## src/design/mwe_pkg.sv

```systemverilog
// Shared types and constants for the microwire EEPROM master.
// Holds the command codes, the frame patterns, the phase enum and the tick/result structs.
// No dependencies.
package mwe_pkg;

  localparam int unsigned OpW       = 3;
  localparam int unsigned AddrBits  = 6;
  localparam int unsigned DataW     = 16;
  localparam int unsigned FrameBits = 3 + AddrBits;
  localparam int unsigned FrameIdxW = 4;

  // Command codes on the op field.
  localparam logic [OpW-1:0] OpNone  = 3'd0;
  localparam logic [OpW-1:0] OpRead  = 3'd1;
  localparam logic [OpW-1:0] OpWrite = 3'd2;
  localparam logic [OpW-1:0] OpEwen  = 3'd3;
  localparam logic [OpW-1:0] OpEwds  = 3'd4;
  localparam logic [OpW-1:0] OpEral  = 3'd5;

  // Command frames: start bit, two opcode bits, address bits.
  localparam logic [FrameBits-1:0] FrameStart = 9'h100;
  localparam logic [FrameBits-1:0] FrameRead  = FrameStart | 9'h080;
  localparam logic [FrameBits-1:0] FrameWrite = FrameStart | 9'h040;
  localparam logic [FrameBits-1:0] FrameEwen  = FrameStart | 9'h030;
  localparam logic [FrameBits-1:0] FrameEwds  = FrameStart;
  localparam logic [FrameBits-1:0] FrameEral  = FrameStart | 9'h020;

  typedef enum logic [2:0] {
    PhIdle,
    PhSel,
    PhFrame,
    PhRdata,
    PhWdata,
    PhGap,
    PhPoll,
    PhEnd
  } phase_e;

  typedef struct packed {
    logic [OpW-1:0]      op;
    logic [AddrBits-1:0] address;
    logic [DataW-1:0]    write_data;
    logic                data_out_pin;
  } tick_t;

  typedef struct packed {
    logic             chip_select;
    logic             serial_clock;
    logic             serial_data_in;
    logic             busy_res;
    logic             read_valid;
    logic [DataW-1:0] read_word;
    logic             checksum_valid;
    logic             checksum_ok;
  } res_t;

endpackage

```

## src/design/mwe_in_if.sv

```systemverilog
// Input tick channel of the microwire EEPROM master: valid/ready plus the tick fields.
// Depends on mwe_pkg.
interface mwe_in_if import mwe_pkg::*; ();
  logic                valid;
  logic                ready;
  logic [OpW-1:0]      op;
  logic [AddrBits-1:0] address;
  logic [DataW-1:0]    write_data;
  logic                data_out_pin;

  modport source (output valid, op, address, write_data, data_out_pin, input ready);
  modport sink (input valid, op, address, write_data, data_out_pin, output ready);
endinterface

```

## src/design/mwe_out_if.sv

```systemverilog
// Result channel of the microwire EEPROM master: valid/ready plus pin levels and status.
// Depends on mwe_pkg.
interface mwe_out_if import mwe_pkg::*; ();
  logic             valid;
  logic             ready;
  logic             chip_select;
  logic             serial_clock;
  logic             serial_data_in;
  logic             busy_res;
  logic             read_valid;
  logic [DataW-1:0] read_word;
  logic             checksum_valid;
  logic             checksum_ok;

  modport source (output valid, chip_select, serial_clock, serial_data_in, busy_res,
                  read_valid, read_word, checksum_valid, checksum_ok, input ready);
  modport sink (input valid, chip_select, serial_clock, serial_data_in, busy_res,
                read_valid, read_word, checksum_valid, checksum_ok, output ready);
endinterface

```

## src/design/mwe_seq.sv

```systemverilog
// Pin sequencer of the microwire EEPROM master: phase machine, shifters and checksum.
// Advances one tick per step and gives that tick's pins and status combinationally.
// Depends on mwe_pkg.
module mwe_seq import mwe_pkg::*; #(
  parameter int unsigned WORD_BITS  = 16,
  parameter int unsigned WORD_COUNT = 64
) (
  input  logic  clk_i,
  input  logic  rst_ni,
  input  logic  step_i,
  input  tick_t tick_i,
  output res_t  res_o
);

  localparam int unsigned IdxW = $clog2(WORD_BITS);

  phase_e                 phase_q, phase_d;
  logic [4:0]             bit_idx_q, bit_idx_d;
  logic [1:0]             sub_q, sub_d;
  logic [FrameBits-1:0]   cmd_q, cmd_d;
  logic [WORD_BITS-1:0]   data_q, data_d;
  logic [OpW-1:0]         pend_q, pend_d;
  logic [WORD_BITS-1:0]   sum_q, sum_d;

  logic [4:0]             idx_inc;
  logic [FrameIdxW-1:0]   frame_sel;
  logic [IdxW-1:0]        wsel;
  logic [WORD_BITS-1:0]   word_in;
  logic [AddrBits-1:0]    rd_addr;
  logic                   op_valid;

  assign idx_inc   = bit_idx_q + 5'd1;
  assign frame_sel = FrameIdxW'(FrameBits - 1) - bit_idx_q[FrameIdxW-1:0];
  assign wsel      = IdxW'(WORD_BITS - 1) - bit_idx_q[IdxW-1:0];
  assign word_in   = {data_q[WORD_BITS-2:0], tick_i.data_out_pin};
  assign rd_addr   = cmd_q[AddrBits-1:0];
  assign op_valid  = (tick_i.op >= OpRead) && (tick_i.op <= OpEral);

  always_comb begin
    phase_d   = phase_q;
    bit_idx_d = bit_idx_q;
    sub_d     = sub_q;
    cmd_d     = cmd_q;
    data_d    = data_q;
    pend_d    = pend_q;
    sum_d     = sum_q;
    res_o     = '0;
    res_o.busy_res = 1'b1;

    case (phase_q)
      PhIdle: begin
        if (op_valid) begin
          pend_d = tick_i.op;
          case (tick_i.op)
            OpRead:  cmd_d = FrameRead | FrameBits'(tick_i.address);
            OpWrite: cmd_d = FrameWrite | FrameBits'(tick_i.address);
            OpEwen:  cmd_d = FrameEwen;
            OpEwds:  cmd_d = FrameEwds;
            default: cmd_d = FrameEral;
          endcase
          data_d    = (tick_i.op == OpWrite) ? tick_i.write_data[WORD_BITS-1:0] : '0;
          bit_idx_d = '0;
          sub_d     = '0;
          phase_d   = PhSel;
        end else begin
          res_o.busy_res = 1'b0;
        end
      end
      PhSel: begin
        res_o.chip_select = 1'b1;
        bit_idx_d = '0;
        sub_d     = '0;
        phase_d   = PhFrame;
      end
      PhFrame: begin
        res_o.chip_select    = 1'b1;
        res_o.serial_clock   = (sub_q == 2'd1);
        res_o.serial_data_in = (bit_idx_q < 5'(FrameBits)) ? cmd_q[frame_sel] : 1'b0;
        if (sub_q[1]) begin
          sub_d     = '0;
          bit_idx_d = idx_inc;
          if (idx_inc >= 5'(FrameBits)) begin
            bit_idx_d = '0;
            case (pend_q)
              OpRead: begin
                data_d  = '0;
                phase_d = PhRdata;
              end
              OpWrite: phase_d = PhWdata;
              OpEral:  phase_d = PhGap;
              default: phase_d = PhEnd;
            endcase
          end
        end else begin
          sub_d = sub_q + 2'd1;
        end
      end
      PhRdata: begin
        res_o.chip_select = 1'b1;
        if (sub_q == 2'd0) begin
          // The pin seen now belongs to the clock pulse of the previous bit.
          if (bit_idx_q != 5'd0) begin
            data_d = word_in;
          end
          sub_d = 2'd1;
        end else begin
          res_o.serial_clock = 1'b1;
          sub_d     = '0;
          bit_idx_d = idx_inc;
          if (idx_inc >= 5'(WORD_BITS)) begin
            phase_d = PhEnd;
          end
        end
      end
      PhWdata: begin
        res_o.chip_select    = 1'b1;
        res_o.serial_clock   = (sub_q == 2'd1);
        res_o.serial_data_in = (bit_idx_q < 5'(WORD_BITS)) ? data_q[wsel] : 1'b0;
        if (sub_q[1]) begin
          sub_d     = '0;
          bit_idx_d = idx_inc;
          if (idx_inc >= 5'(WORD_BITS)) begin
            bit_idx_d = '0;
            phase_d   = PhGap;
          end
        end else begin
          sub_d = sub_q + 2'd1;
        end
      end
      PhGap: begin
        sub_d   = '0;
        phase_d = PhPoll;
      end
      PhPoll: begin
        // The first selected tick only raises chip select; ready is sampled after it.
        if ((sub_q != 2'd0) && tick_i.data_out_pin) begin
          sub_d   = '0;
          phase_d = PhIdle;
        end else begin
          res_o.chip_select = 1'b1;
          sub_d = 2'd1;
        end
      end
      PhEnd: begin
        if (pend_q == OpRead) begin
          data_d           = word_in;
          res_o.read_valid = 1'b1;
          res_o.read_word  = DataW'(word_in);
          if (rd_addr == '0) begin
            sum_d = word_in;
          end else if ({1'b0, rd_addr} < 7'(WORD_COUNT - 1)) begin
            sum_d = sum_q + word_in;
          end else if ({1'b0, rd_addr} == 7'(WORD_COUNT - 1)) begin
            res_o.checksum_valid = 1'b1;
            res_o.checksum_ok    = (word_in == ~sum_q);
          end
        end
        bit_idx_d = '0;
        sub_d     = '0;
        phase_d   = PhIdle;
      end
      default: begin
        phase_d   = PhIdle;
        bit_idx_d = '0;
        sub_d     = '0;
        cmd_d     = '0;
        data_d    = '0;
        pend_d    = '0;
        sum_d     = '0;
        res_o.busy_res = 1'b0;
      end
    endcase
  end

  always_ff @(posedge clk_i or negedge rst_ni) begin
    if (!rst_ni) begin
      phase_q   <= PhIdle;
      bit_idx_q <= '0;
      sub_q     <= '0;
      cmd_q     <= '0;
      data_q    <= '0;
      pend_q    <= '0;
      sum_q     <= '0;
    end else if (step_i) begin
      phase_q   <= phase_d;
      bit_idx_q <= bit_idx_d;
      sub_q     <= sub_d;
      cmd_q     <= cmd_d;
      data_q    <= data_d;
      pend_q    <= pend_d;
      sum_q     <= sum_d;
    end
  end

  a_start_selects: assert property (@(posedge clk_i) disable iff (!rst_ni)
    step_i && (phase_q == PhIdle) && op_valid |=> phase_q == PhSel)
    else $error("accepted command did not move to the select tick");

  a_read_from_end: assert property (@(posedge clk_i) disable iff (!rst_ni)
    res_o.read_valid |-> (phase_q == PhEnd) && (pend_q == OpRead))
    else $error("read word reported outside the end of a read");

  a_check_is_read: assert property (@(posedge clk_i) disable iff (!rst_ni)
    res_o.checksum_valid |-> res_o.read_valid && (rd_addr == AddrBits'(WORD_COUNT - 1)))
    else $error("checksum reported without a read of the checksum word");

  a_frame_index: assert property (@(posedge clk_i) disable iff (!rst_ni)
    (phase_q == PhFrame) |-> (bit_idx_q < 5'(FrameBits)) && (sub_q != 2'd3))
    else $error("frame bit counter out of range");

endmodule

```

## src/design/microwire_eeprom_master.sv

```systemverilog
// Top level of the microwire EEPROM master: tick handshake and registered result stage.
// Depends on mwe_pkg, mwe_in_if, mwe_out_if and mwe_seq.
//
//   channel   dir  modport  payload
//   in_i      in   sink     op, address, write_data, data_out_pin
//   out_o     out  source   chip_select, serial_clock, serial_data_in, busy_res,
//                           read_valid, read_word, checksum_valid, checksum_ok
//
// The sequencer state and the result register load together on the edge that accepts
// a tick, and the result is offered on the next cycle.
// A new tick is taken every cycle as long as the result register is empty or being read.
// A stalled result holds the sequencer; no tick is lost or repeated.
// Reset (rst_ni low, asynchronous) returns the sequencer to idle with a zero checksum
// and empties the result register.
module microwire_eeprom_master import mwe_pkg::*; #(
  parameter int unsigned WORD_BITS  = 16,
  parameter int unsigned WORD_COUNT = 64
) (
  input  logic      clk_i,
  input  logic      rst_ni,
  mwe_in_if.sink    in_i,
  mwe_out_if.source out_o
);

  logic  out_valid_q;
  res_t  res_q;
  res_t  res_d;
  tick_t tick;
  logic  in_accept;

  assign in_i.ready = !out_valid_q || out_o.ready;
  assign in_accept  = in_i.valid && in_i.ready;

  assign tick.op           = in_i.op;
  assign tick.address      = in_i.address;
  assign tick.write_data   = in_i.write_data;
  assign tick.data_out_pin = in_i.data_out_pin;

  mwe_seq #(
    .WORD_BITS  (WORD_BITS),
    .WORD_COUNT (WORD_COUNT)
  ) u_seq (
    .clk_i  (clk_i),
    .rst_ni (rst_ni),
    .step_i (in_accept),
    .tick_i (tick),
    .res_o  (res_d)
  );

  always_ff @(posedge clk_i or negedge rst_ni) begin
    if (!rst_ni) begin
      out_valid_q <= 1'b0;
    end else if (in_accept) begin
      out_valid_q <= 1'b1;
    end else if (out_o.ready) begin
      out_valid_q <= 1'b0;
    end
  end

  always_ff @(posedge clk_i) begin
    if (in_accept) begin
      res_q <= res_d;
    end
  end

  assign out_o.valid          = out_valid_q;
  assign out_o.chip_select    = res_q.chip_select;
  assign out_o.serial_clock   = res_q.serial_clock;
  assign out_o.serial_data_in = res_q.serial_data_in;
  assign out_o.busy_res       = res_q.busy_res;
  assign out_o.read_valid     = res_q.read_valid;
  assign out_o.read_word      = res_q.read_word;
  assign out_o.checksum_valid = res_q.checksum_valid;
  assign out_o.checksum_ok    = res_q.checksum_ok;

  a_accept_fills: assert property (@(posedge clk_i) disable iff (!rst_ni)
    in_accept |=> out_valid_q)
    else $error("accepted tick left no result");

  a_empty_ready: assert property (@(posedge clk_i) disable iff (!rst_ni)
    !out_valid_q |-> in_i.ready)
    else $error("input stalled while the result stage is empty");

  a_stall_holds: assert property (@(posedge clk_i) disable iff (!rst_ni)
    out_valid_q && !out_o.ready |-> !in_accept)
    else $error("tick taken while a result is still waiting");

endmodule
```

## src/flat_wrapper.sv

```systemverilog
// flat-port wrapper written by rule: the top's interface ports become plain ports
module microwire_eeprom_master_flat import mwe_pkg::*;
#(
  parameter int unsigned WORD_BITS  = 16,
  parameter int unsigned WORD_COUNT = 64
)
  (clk_i, rst_ni, in_i_valid, in_i_op, in_i_address, in_i_write_data, in_i_data_out_pin, in_i_ready, out_o_valid, out_o_chip_select, out_o_serial_clock, out_o_serial_data_in, out_o_busy_res, out_o_read_valid, out_o_read_word, out_o_checksum_valid, out_o_checksum_ok, out_o_ready);
  mwe_in_if in_i_i ();
  mwe_out_if out_o_i ();
  input  logic clk_i;
  input  logic rst_ni;
  input wire logic [$bits(in_i_i.valid)-1:0] in_i_valid;
  input wire logic [$bits(in_i_i.op)-1:0] in_i_op;
  input wire logic [$bits(in_i_i.address)-1:0] in_i_address;
  input wire logic [$bits(in_i_i.write_data)-1:0] in_i_write_data;
  input wire logic [$bits(in_i_i.data_out_pin)-1:0] in_i_data_out_pin;
  output wire logic [$bits(in_i_i.ready)-1:0] in_i_ready;
  output wire logic [$bits(out_o_i.valid)-1:0] out_o_valid;
  output wire logic [$bits(out_o_i.chip_select)-1:0] out_o_chip_select;
  output wire logic [$bits(out_o_i.serial_clock)-1:0] out_o_serial_clock;
  output wire logic [$bits(out_o_i.serial_data_in)-1:0] out_o_serial_data_in;
  output wire logic [$bits(out_o_i.busy_res)-1:0] out_o_busy_res;
  output wire logic [$bits(out_o_i.read_valid)-1:0] out_o_read_valid;
  output wire logic [$bits(out_o_i.read_word)-1:0] out_o_read_word;
  output wire logic [$bits(out_o_i.checksum_valid)-1:0] out_o_checksum_valid;
  output wire logic [$bits(out_o_i.checksum_ok)-1:0] out_o_checksum_ok;
  input wire logic [$bits(out_o_i.ready)-1:0] out_o_ready;
  assign in_i_i.valid = in_i_valid;
  assign in_i_i.op = in_i_op;
  assign in_i_i.address = in_i_address;
  assign in_i_i.write_data = in_i_write_data;
  assign in_i_i.data_out_pin = in_i_data_out_pin;
  assign in_i_ready = in_i_i.ready;
  assign out_o_valid = out_o_i.valid;
  assign out_o_chip_select = out_o_i.chip_select;
  assign out_o_serial_clock = out_o_i.serial_clock;
  assign out_o_serial_data_in = out_o_i.serial_data_in;
  assign out_o_busy_res = out_o_i.busy_res;
  assign out_o_read_valid = out_o_i.read_valid;
  assign out_o_read_word = out_o_i.read_word;
  assign out_o_checksum_valid = out_o_i.checksum_valid;
  assign out_o_checksum_ok = out_o_i.checksum_ok;
  assign out_o_i.ready = out_o_ready;
  microwire_eeprom_master #(.WORD_BITS(WORD_BITS), .WORD_COUNT(WORD_COUNT)) u_core (.clk_i(clk_i), .rst_ni(rst_ni), .in_i(in_i_i), .out_o(out_o_i));
endmodule
```

## config.mk

```make
export PLATFORM = sky130hd
export DESIGN_NAME = microwire_eeprom_master_flat
export DESIGN_NICKNAME = d
export VERILOG_FILES = /design/src/design/mwe_pkg.sv /design/src/design/mwe_in_if.sv /design/src/design/mwe_out_if.sv /design/src/design/mwe_seq.sv /design/src/design/microwire_eeprom_master.sv /design/src/flat_wrapper.sv
export SDC_FILE = /design/constraint.sdc
export NUM_CORES = 1
export LEC_CHECK = 0
export ABC_CLOCK_PERIOD_IN_PS = 4200
export BUFFER_PORTS_ARGS = -buffer_cell sky130_fd_sc_hd__buf_2
export CORE_MARGIN = 1
export CORE_UTILIZATION = 45
export CTS_BUF_LIST = sky130_fd_sc_hd__clkbuf_2
export CTS_CLUSTER_DIAMETER = 150
export CTS_CLUSTER_SIZE = 25
export DETAILED_ROUTE_END_ITERATION = 12
export SETUP_SLACK_MARGIN = 0.15
export SLEW_MARGIN = 20
export SYNTH_ARGS = -nofsm -noshare
export SYNTH_HDL_FRONTEND = slang
export SYNTH_SLANG_ARGS = --single-unit
```

## constraint.sdc

```tcl
create_clock -name clk_i -period 4.2 [get_ports clk_i]
set_input_delay 0.42 -clock clk_i [delete_from_list [all_inputs] [get_ports clk_i]]
set_output_delay 0.42 -clock clk_i [all_outputs]
set_load 0.1 [all_outputs]
```

==> flow_metrics.env, run 1 <==
export IMPL_insertion_delay_ns=0.57
export IMPL_grtUsageTotal_pct=21.36
export IMPL_rsz0062_at_grt="false"
export IMPL_dpl_cell_area_mm2=0.005110
export IMPL_slew_headroom_pct=42.49
export IMPL_grt_max_degree=37
export IMPL_die_height_um=105.1
export IMPL_syn_area_mm2=0.004781
export IMPL_setup_viol=0
export IMPL_wl_per_cell_um=15.74
export IMPL_drc_errors=0
export IMPL_crit_arrival_ns=3.58
export IMPL_p_leak_nw=2.214
export IMPL_drt_wl_total_um=11070
export IMPL_final_nets=611
export IMPL_endpoint_kind="register"
export IMPL_viasPerCell=5.750
export IMPL_tightest_slew_ns=0.8627
export IMPL_num_io_pins=55
export IMPL_dp_cells=686
export IMPL_status="finished, final reports clean"
export IMPL_area_delta_synth_final_pct=9.709
export IMPL_yosysSeqAreaShare_pct=43.23
export IMPL_tritoncts="done"
export IMPL_setup_tns_final_ns=0
export IMPL_synth_warnings=0
export IMPL_fp_dieW_um=105.1
export IMPL_post_route_period_util_pct=73.81
export IMPL_n_antenna_cell=0
export IMPL_initial_utilization_pct=46.31
export IMPL_htreeDepth=3
export IMPL_synth_edf_count=23
export IMPL_p_per_area_mw_per_mm2=511.4
export IMPL_clockBufferDepth=2
export IMPL_gr_total_overflow=0
export IMPL_ant_nets=0
export IMPL_cap_violations=0
export IMPL_min_path_type="in2reg"
export IMPL_drtIter0Drc=252
export IMPL_syn_area_per_cell_um2=9.106
export IMPL_crit_required_ns=4.68
export IMPL_fin_cells=703
export IMPL_firstDrtPassIters=5
export IMPL_dp_hpwl_um=7860
export IMPL_fin_skew_ns=0.03708
export IMPL_routabilityCongestion=0.8380
export IMPL_antenna_found_initial=0
export IMPL_design_area_mm2=0.005245
export IMPL_vias=4042
export IMPL_port_buffers=54
export IMPL_grt_pass1_vias=3668
export IMPL_grt_pass1_wl_um=18540
export IMPL_cp_max_fo=36
export IMPL_syn_num_nets=574
export IMPL_dieArea_mm2=0.01104
export IMPL_cts_buffers=9
export IMPL_synth_distinct_cells=56
export IMPL_peakVddDrop_v=0.0002215
export IMPL_ys_flop_type="dfrtp_1"
export IMPL_start_kind="register"
export IMPL_cts_sinks=78
export IMPL_criticalPathCategory="reg2reg"
export IMPL_coreArea_mm2=0.01032
export IMPL_final_util_pct=50.81
export IMPL_synthCells=525
export IMPL_max_freq_mhz=322.6
export IMPL_ys_ff_latch=78
export IMPL_num_rows=37
export IMPL_hold_viol=0
export IMPL_clkTransAtPathRegs_ns=0.23
export IMPL_finalMaxSlewViolations=0
export IMPL_drive_above_1_share_pct=15.87
export IMPL_total_power_mw=2.682
export IMPL_postCtsSetupRepairBufs=0
export IMPL_root_buffer="clkbuf_2"
export IMPL_synthArstFlopShare_pct=70.51
export IMPL_fin_crit_ns=3.100
## area by class of cell
| class | count | area [µm²] |
|---|---|---|
| fill | 948 | 5079 |
| multi-input combinational | 399 | 2520 |
| sequential | 78 | 2067 |
| timing repair buffer | 58 | 302.8 |
| tap | 136 | 170.2 |
| clock inverter | 7 | 80.08 |
| inverter | 16 | 60.06 |
| clock buffer | 9 | 45.04 |
## metrics by stage
step | hold WS, ns | setup WS [ns]
2_1_floorplan | 0.1244 | 0.4940
3_3_place_gp | 0.4523 | 1.232
3_5_place_dp | 0.4578 | 1.163
4_1_cts | 0.01941 | 1.126
5_1_grt | 0.02814 | 0.7303
6_report | 0.05349 | 1.100
## layer usage
metal	vias up	share of wire, %	global-route usage (%)
met5	-	0	0
met4	0	1.6	7.344
met3	13	5.3	3.743
met2	125	44	31.46
met1	1930	49	31.55
li1	1974	-	-
## power breakdown
part / internal, mW / switching, mW
Clock: 0.144 / 0.301
Sequential: 0.931 / 0.277
Combinational: 0.400 / 0.629
## synthesized netlist by cell type, drive strengths merged, types with 2 or more instances
cell	count	share of area [%]
a211oi	2	0.31
a21boi	2	0.31
a21o	4	0.63
a21oi	39	4.1
a22o	2	0.37
a22oi	17	2.7
a31oi	11	1.6
a32oi	6	1.1
and2	21	2.7
and3	4	0.52
buf	11	1.2
clkbuf	21	1.6
dfrtp	55	29
edfxtp	23	14
ha	18	4.7
inv	16	1.3
mux2	4	0.94
mux2i	2	0.42
mux4	7	3.3
nand2	70	5.7
nand2b	8	1.0
nand3	16	1.7
nand4	4	0.52
nor2	47	4.0
nor2b	6	0.79
nor3	8	0.84
nor4	4	0.52
nor4b	2	0.37
o211ai	3	0.47
o21a	3	0.47
o21ai	47	4.9
o21bai	3	0.47
o31ai	6	0.94
o32ai	2	0.37
or4	2	0.31
xnor2	6	1.1
xor2	10	1.8
## final timing paths
path | start | cells after the start | endpoint | slack, ns
min in group asynchronous | rst_ni | 2 | u_core.u_seq.data_q[10] | 0.46
hold reg to reg | u_core.u_seq.cmd_q[8] | 1 | u_core.u_seq.cmd_q[8] | 0.50
setup / recovery | u_core.u_seq.phase_q[1] | 9 | u_core.u_seq.sum_q[15] | 1.10
max in group asynchronous | rst_ni | 3 | u_core.u_seq.data_q[15] | 2.89
hold / removal | in_i_valid | 2 | u_core.out_o.valid | 0.05
setup reg to reg | u_core.u_seq.phase_q[1] | 9 | u_core.u_seq.sum_q[15] | 1.10
## cells in the final DEF, fill, tap and decap left out, types with 9 or more instances in the layout
cell	count
a21oi_1	38
a22oi_1	17
a31oi_1	10
and2_1	21
buf_2	54
clkbuf_2	9
dfrtp_1	55
edfxtp_1	23
ha_1	18
inv_1	16
nand2_1	69
nand3_1	16
nor2_1	46
o21ai_0	39
xor2_1	10
## worst max-delay path, stage by stage, from the launching register on
cell	delay [ns]
dfrtp_1	0.73
and2_1	0.64
and3_1	0.25
buf_4	0.22
nand2_4	0.09
nor2_8	0.37
nand2_1	0.08
or4_1	0.41
and3_1	0.19
o31ai_1	0.06
## state kept, by name, indices dropped and copies added (netlist names), 2 cells and up
register / count
u_core.out_o.read_word: 16
u_core.u_seq.data_q: 16
u_core.u_seq.sum_q: 16
u_core.u_seq.cmd_q: 9
u_core.u_seq.bit_idx_q: 5
u_core.u_seq.pend_q: 3
u_core.u_seq.phase_q: 3
u_core.u_seq.sub_q: 2
## kinds of logic after synthesis
family | synth area share, %
simple gates | 19.84
compound gates | 20.07
flops | 43.23
buf+inv | 4.135
fa+ha+maj | 5.130
xor+xnor | 2.931
mux | 4.658
## repair_timing
action | CTS | global route
endpoints found under the hold margin | 34 | 0
gates resized for setup | 0 | 0
hold buffers | 1 | 0
Note: power is estimated with default switching activity, not from simulation.
==> run 2: changes to the inputs <==
--- a/config.mk
+++ b/config.mk
@@ -5,7 +5,7 @@
 export SDC_FILE = /design/constraint.sdc
 export NUM_CORES = 1
 export LEC_CHECK = 0
-export ABC_CLOCK_PERIOD_IN_PS = 4200
+export ABC_CLOCK_PERIOD_IN_PS = 2800
 export BUFFER_PORTS_ARGS = -buffer_cell sky130_fd_sc_hd__buf_2
 export CORE_MARGIN = 1
 export CORE_UTILIZATION = 45
@@ -13,6 +13,7 @@
 export CTS_CLUSTER_DIAMETER = 150
 export CTS_CLUSTER_SIZE = 25
 export DETAILED_ROUTE_END_ITERATION = 12
+export PLACE_DENSITY = 0.67
 export SETUP_SLACK_MARGIN = 0.15
 export SLEW_MARGIN = 20
 export SYNTH_ARGS = -nofsm -noshare
==> constraint.sdc (replaced) <==
create_clock -name clk_i -period 2.8 [get_ports clk_i]
set_input_delay 0.28 -clock clk_i [delete_from_list [all_inputs] [get_ports clk_i]]
set_output_delay 0.28 -clock clk_i [all_outputs]
set_load 0.1 [all_outputs]
==> run 2 against run 1 <==
Compared with the run above: critical path depth unchanged; via count up 2.3%; maximum frequency up 26%; global-route usage up 0.47 points; largest cell class unchanged.
==> flow_metrics.env, run 2 (synthesized netlist as in run 1, its figures left out) <==
export IMPL_drive_above_1_share_pct=18.43
export IMPL_max_freq_mhz=406.8
export IMPL_clock_power_share_pct=17.5
export IMPL_setup_viol=0
export IMPL_viasPerCell=5.640
export IMPL_htreeDepth=3
export IMPL_hold_viol=0
export IMPL_num_io_pins=55
export IMPL_ant_nets=0
export IMPL_r2r_slack_ns=0.34
export IMPL_firstDrtPassIters=5
export IMPL_gr_total_overflow=0
export IMPL_cap_violations=0
export IMPL_clkTransAtPathRegs_ns=0.25
export IMPL_p_switching_mw=1.840
export IMPL_fin_ws_ns=0.3416
export IMPL_dpl_cell_area_mm2=0.005210
export IMPL_design_area_mm2=0.005558
export IMPL_cp_max_fo=6
export IMPL_pwr_share_comb_pct=41.5
export IMPL_rr_worst_depth=9
export IMPL_fin_skew_ns=0.03381
export IMPL_dieArea_mm2=0.01104
export IMPL_rr_endpoint="u_core.u_seq.sum_q[15]"
export IMPL_crit_required_ns=3.30
export IMPL_r2r_start="u_core.u_seq.data_q[0]"
export IMPL_min_path_type="in2reg"
export IMPL_criticalPathCategory="reg2reg"
export IMPL_coreArea_mm2=0.01032
export IMPL_swShare_pct=43.46
export IMPL_place_worst_setup_slack_ns=0.2320
export IMPL_total_power_mw=4.235
export IMPL_finalMaxSlewViolations=0
export IMPL_antenna_found_initial=0
export IMPL_grt_max_degree=33
export IMPL_crit_arrival_ns=2.96
export IMPL_fill_cells=936
export IMPL_final_nets=641
export IMPL_n_antenna_cell=0
export IMPL_cp_startpoint="u_core.u_seq.data_q[0]"
export IMPL_setup_tns_final_ns=0
export IMPL_final_util_pct=53.84
export IMPL_dp_cells=697
export IMPL_cts_sinks=78
export IMPL_post_route_period_util_pct=87.80
export IMPL_endpoint="u_core.u_seq.sum_q[15]"
export IMPL_cellInternalPower_mw=2.395
export IMPL_endpoint_kind="register"
export IMPL_fp_dieW_um=105.1
export IMPL_drt_wl_total_um=11490
export IMPL_fin_cells=733
export IMPL_mostFrequentLayoutCells="nand2_1, buf_2, dfrtp_1, nor2_1, o21ai_0"
export IMPL_insertion_delay_ns=0.56
export IMPL_grtUsageTotal_pct=21.83
export IMPL_grt_pass1_wl_um=18980
export IMPL_dp_hpwl_um=8173
export IMPL_peakVddDrop_v=0.0003337
export IMPL_final_common_cell="nand2_1"
export IMPL_die_height_um=105.1
export IMPL_tritoncts="done"
export IMPL_port_buffers=54
export IMPL_status="finished, final reports clean"
export IMPL_routabilityCongestion=0.8985
export IMPL_slew_headroom_pct=57.48
export IMPL_wl_per_cell_um=15.67
export IMPL_clockBufferDepth=2
export IMPL_pwr_share_seq_pct=41.0
export IMPL_initial_utilization_pct=46.31
export IMPL_timing_hold_ws_ns=0.001229
export IMPL_start_kind="register"
export IMPL_drtIter0Drc=287
export IMPL_root_buffer="clkbuf_2"
export IMPL_p_per_area_mw_per_mm2=762.0
export IMPL_grt_pass1_vias=3783
export IMPL_cts_buffers=9
export IMPL_fin_crit_ns=2.458
export IMPL_tightest_slew_ns=0.6377
export IMPL_num_rows=37
export IMPL_area_delta_synth_final_pct=16.25
export IMPL_vias=4134
export IMPL_rsz0062_at_grt="false"
export IMPL_drc_errors=0
export IMPL_p_leak_nw=2.370
[run 2: changes by cell type in the layout (fill, tap and decap cells not counted), sizes merged]
cell	delta
bufinv	+1
clkinv	+2
clkbuf	+1
inv	-2
dlygate4sd3	+16
clkinvlp	-2
buf	+14
[run 2: how the worst min path moves through the flow]
stage / start / to / cells past startpoint
6_report: in_i_write_data[11] / u_core.u_seq.data_q[11] / 3
5_1_grt: in_i_write_data[11] / u_core.u_seq.data_q[11] / 3
3_3_place_gp: rst_ni / u_core.u_seq.data_q[13] / 1
4_1_cts: in_i_write_data[3] / u_core.u_seq.data_q[3] / 3
3_5_place_dp: rst_ni / u_core.u_seq.data_q[11] / 1
2_1_floorplan: rst_ni / u_core.out_o.valid / 0
[run 2: layout make-up]
cell class | instances | area [µm²] | area share (%)
Clock inverter | 6 | 95.09 | 1.711
Tap cell | 136 | 170.2 | 3.062
Sequential cell | 78 | 2072 | 37.28
Timing Repair Buffer | 88 | 580.6 | 10.45
Clock buffer | 10 | 50.05 | 0.9005
Multi-Input combinational cell | 399 | 2530 | 45.52
Inverter | 16 | 60.06 | 1.081
[run 2: critical path, stage by stage (launching register included)]
cell and delay (ns):
dfrtp_2 0.49, ha_1 0.32, a21oi_1 0.15, nor2b_1 0.08, a31oi_2 0.21, o21a_1 0.23
o221ai_2 0.18, or4_1 0.52, and3_1 0.17, o31ai_1 0.06
[run 2: per-layer routing]
metal | track usage (%) | share of wire, % | routed length, µm
met1 | 31.18 | 46 | 5307
met2 | 33.49 | 47 | 5418
met3 | 3.057 | 4.8 | 547
met4 | 8.652 | 1.8 | 212
met5 | 0 | 0 | 0
[run 2: power by group through the flow]
stage	registers [mW]	clock network (mW)	logic, mW
2_1_floorplan	1.78	0	1.22
3_3_place_gp	1.74	0	1.64
3_5_place_dp	1.75	0	1.70
4_1_cts	1.73	0.758	1.72
5_1_grt	1.78	0.805	1.94
6_report	1.74	0.742	1.76
[run 2: repair_timing]
action | 4_1_cts | 5_1_grt
setup endpoints to repair | 0 | 3
hold endpoints to repair | 38 | 1
setup buffers | 0 | 3
resized for setup | 0 | 6
hold buffers | 16 | 1
==> run 3: changes to the inputs <==
--- a/config.mk
+++ b/config.mk
@@ -13,7 +13,7 @@
 export CTS_CLUSTER_DIAMETER = 150
 export CTS_CLUSTER_SIZE = 25
 export DETAILED_ROUTE_END_ITERATION = 12
-export PLACE_DENSITY = 0.67
+export PLACE_DENSITY = 0.79
 export SETUP_SLACK_MARGIN = 0.15
 export SLEW_MARGIN = 20
 export SYNTH_ARGS = -nofsm -noshare
==> run 3 against run 2 <==
Compared with the run above: final cell count down 0.55%; count of clock-buffer cells in the layout down 1; clock skew decreased by 0.012 ns; global-route usage about the same; critical path type unchanged; critical endpoint unchanged.
==> flow_metrics.env, run 3 (synthesized netlist as in run 1, its figures left out) <==
export IMPL_pwr_share_seq_pct=42.0
export IMPL_clkTransAtPathRegs_ns=0.24
export IMPL_wl_per_cell_um=15.56
export IMPL_criticalPathCategory="reg2reg"
export IMPL_area_delta_synth_final_pct=15.05
export IMPL_min_path_type="in2reg"
export IMPL_p_switching_mw=1.843
export IMPL_p_per_area_mw_per_mm2=753.3
export IMPL_clock_power_share_pct=16.0
export IMPL_crit_arrival_ns=3.06
export IMPL_fill_cells=882
export IMPL_max_freq_mhz=389.5
export IMPL_cp_max_fo=6
export IMPL_num_io_pins=55
export IMPL_drt_wl_total_um=11340
export IMPL_p_leak_nw=2.348
export IMPL_drive_above_1_share_pct=17.54
export IMPL_multi_input_area_mm2=0.002526
export IMPL_insertion_delay_ns=0.56
export IMPL_endpoint_kind="register"
export IMPL_crit_required_ns=3.29
export IMPL_grt_pass1_vias=3990
export IMPL_pwr_share_comb_pct=42.0
export IMPL_post_route_period_util_pct=91.70
export IMPL_grt_pass1_wl_um=19240
export IMPL_routabilityCongestion=0.8978
export IMPL_cellInternalPower_mw=2.300
export IMPL_drtIter0Drc=342
export IMPL_port_buffers=54
export IMPL_fp_dieW_um=105.1
export IMPL_setup_viol=0
export IMPL_cp_slowest_cell="or4_1"
export IMPL_mostFrequentLayoutCells="nand2_1, buf_2, dfrtp_1, nor2_1"
export IMPL_crit_chain="ha_1 > a21oi_1 > nor2b_1 > a31oi_2 > o21a_1 > o221ai_2 > or4_1 > and3_1 > o31ai_1"
export IMPL_dp_cells=697
export IMPL_tritoncts="done"
export IMPL_htreeDepth=3
export IMPL_finalMaxSlewViolations=0
export IMPL_cts_buffers=9
export IMPL_max_stage_delay_ns=0.52
export IMPL_clockBufferDepth=2
export IMPL_status="finished, final reports clean"
export IMPL_firstDrtPassIters=5
export IMPL_fin_cells=729
export IMPL_dp_hpwl_um=8133
export IMPL_drc_errors=0
export IMPL_gr_total_overflow=0
export IMPL_slew_headroom_pct=60.33
export IMPL_viasPerCell=5.790
export IMPL_num_rows=37
export IMPL_final_nets=637
export IMPL_setup_tns_final_ns=0
export IMPL_coreArea_mm2=0.01032
export IMPL_hold_viol=0
export IMPL_fin_skew_ns=0.02214
export IMPL_tightest_slew_ns=0.5950
export IMPL_ant_nets=0
export IMPL_cts_sinks=78
export IMPL_die_height_um=105.1
export IMPL_rsz0062_at_grt="true"
export IMPL_root_buffer="clkbuf_2"
export IMPL_final_common_cell="nand2_1"
export IMPL_swShare_pct=44.48
export IMPL_n_antenna_cell=0
export IMPL_regArea_mm2=0.002069
export IMPL_antenna_found_initial=0
export IMPL_dieArea_mm2=0.01104
export IMPL_initial_utilization_pct=46.31
export IMPL_peakVddDrop_v=0.0002705
export IMPL_grt_max_degree=44
export IMPL_cap_violations=0
export IMPL_start_kind="register"
export IMPL_grtUsageTotal_pct=21.84
export IMPL_vias=4221
export IMPL_fin_crit_ns=2.568
[run 3: per-stage QoR]
stage / util (%) / instance area, µm² / setup WS, ns / hold slack (ns) / total power [mW]
after global routing: 53.28 / 5500 / 0.1237 / 0.009411 / 4.429
after detailed placement: 50.47 / 5210 / 0.2354 / 0.4521 / 3.453
after floorplan: - / 4791 / 0.2140 / -0.01559 / 2.999
after global placement: 50.47 / 5210 / 0.3507 / 0.4456 / 3.363
after CTS: 53.22 / 5494 / 0.1942 / 0.002663 / 4.130
final: 53.28 / 5500 / 0.2324 / 0.03490 / 4.143
[run 3: worst max-delay path: cells and delay by family (launching register included)]
family	cells	cell delay (ns)
simple gates	3	0.80
flops	1	0.49
compound gates	5	0.89
fa+ha+maj	1	0.33
[run 3: final timing paths]
| kind | from | end | slack (ns) | depth (start not counted) |
|---|---|---|---|---|
| min reg2reg | u_core.u_seq.cmd_q[8] | u_core.u_seq.cmd_q[8] | 0.50 | 1 |
| min | in_i_write_data[0] | u_core.u_seq.data_q[0] | 0.03 | 3 |
| max | u_core.u_seq.data_q[0] | u_core.u_seq.sum_q[15] | 0.23 | 9 |
| max reg2reg | u_core.u_seq.data_q[0] | u_core.u_seq.sum_q[15] | 0.23 | 9 |
| min in group asynchronous | rst_ni | u_core.u_seq.data_q[12] | 0.22 | 2 |
| max in group asynchronous | rst_ni | u_core.out_o.valid | 1.92 | 3 |
[run 3: cell type report]
class	instances	share of cell area, %
clock buffers	9	0.8189
inverters	16	1.092
well taps	136	3.094
flip-flops and latches	78	37.62
repair buffers	84	10.01
clock inverters	7	1.433
multi-input cells	399	45.93
[run 3: power by group through the flow]
| stage | clock (mW) | combinational, mW | sequential [mW] |
|---|---|---|---|
| after floorplan | 0 | 1.22 | 1.78 |
| after global placement | 0 | 1.64 | 1.73 |
| after detailed placement | 0 | 1.70 | 1.75 |
| after CTS | 0.677 | 1.73 | 1.73 |
| after global routing | 0.719 | 1.93 | 1.78 |
| final | 0.664 | 1.74 | 1.74 |
[run 3: timing repair]
item                                    CTS  global route
hold buffers                             16             0
hold endpoints to repair                 56             0
buffers inserted                          0             0
endpoints found under the setup margin    0             3
gates resized for setup                   0             3
[run 3: metal layers]
metal	wire length [µm]	share of wire [%]	vias up	GRT usage (%)
met1	5002	44	2017	28.65
met5	0	0	-	0
met3	609	5.4	24	3.244
met2	5458	48	145	36.09
met4	270	2.4	0	9.155
li1	-	-	2035	-
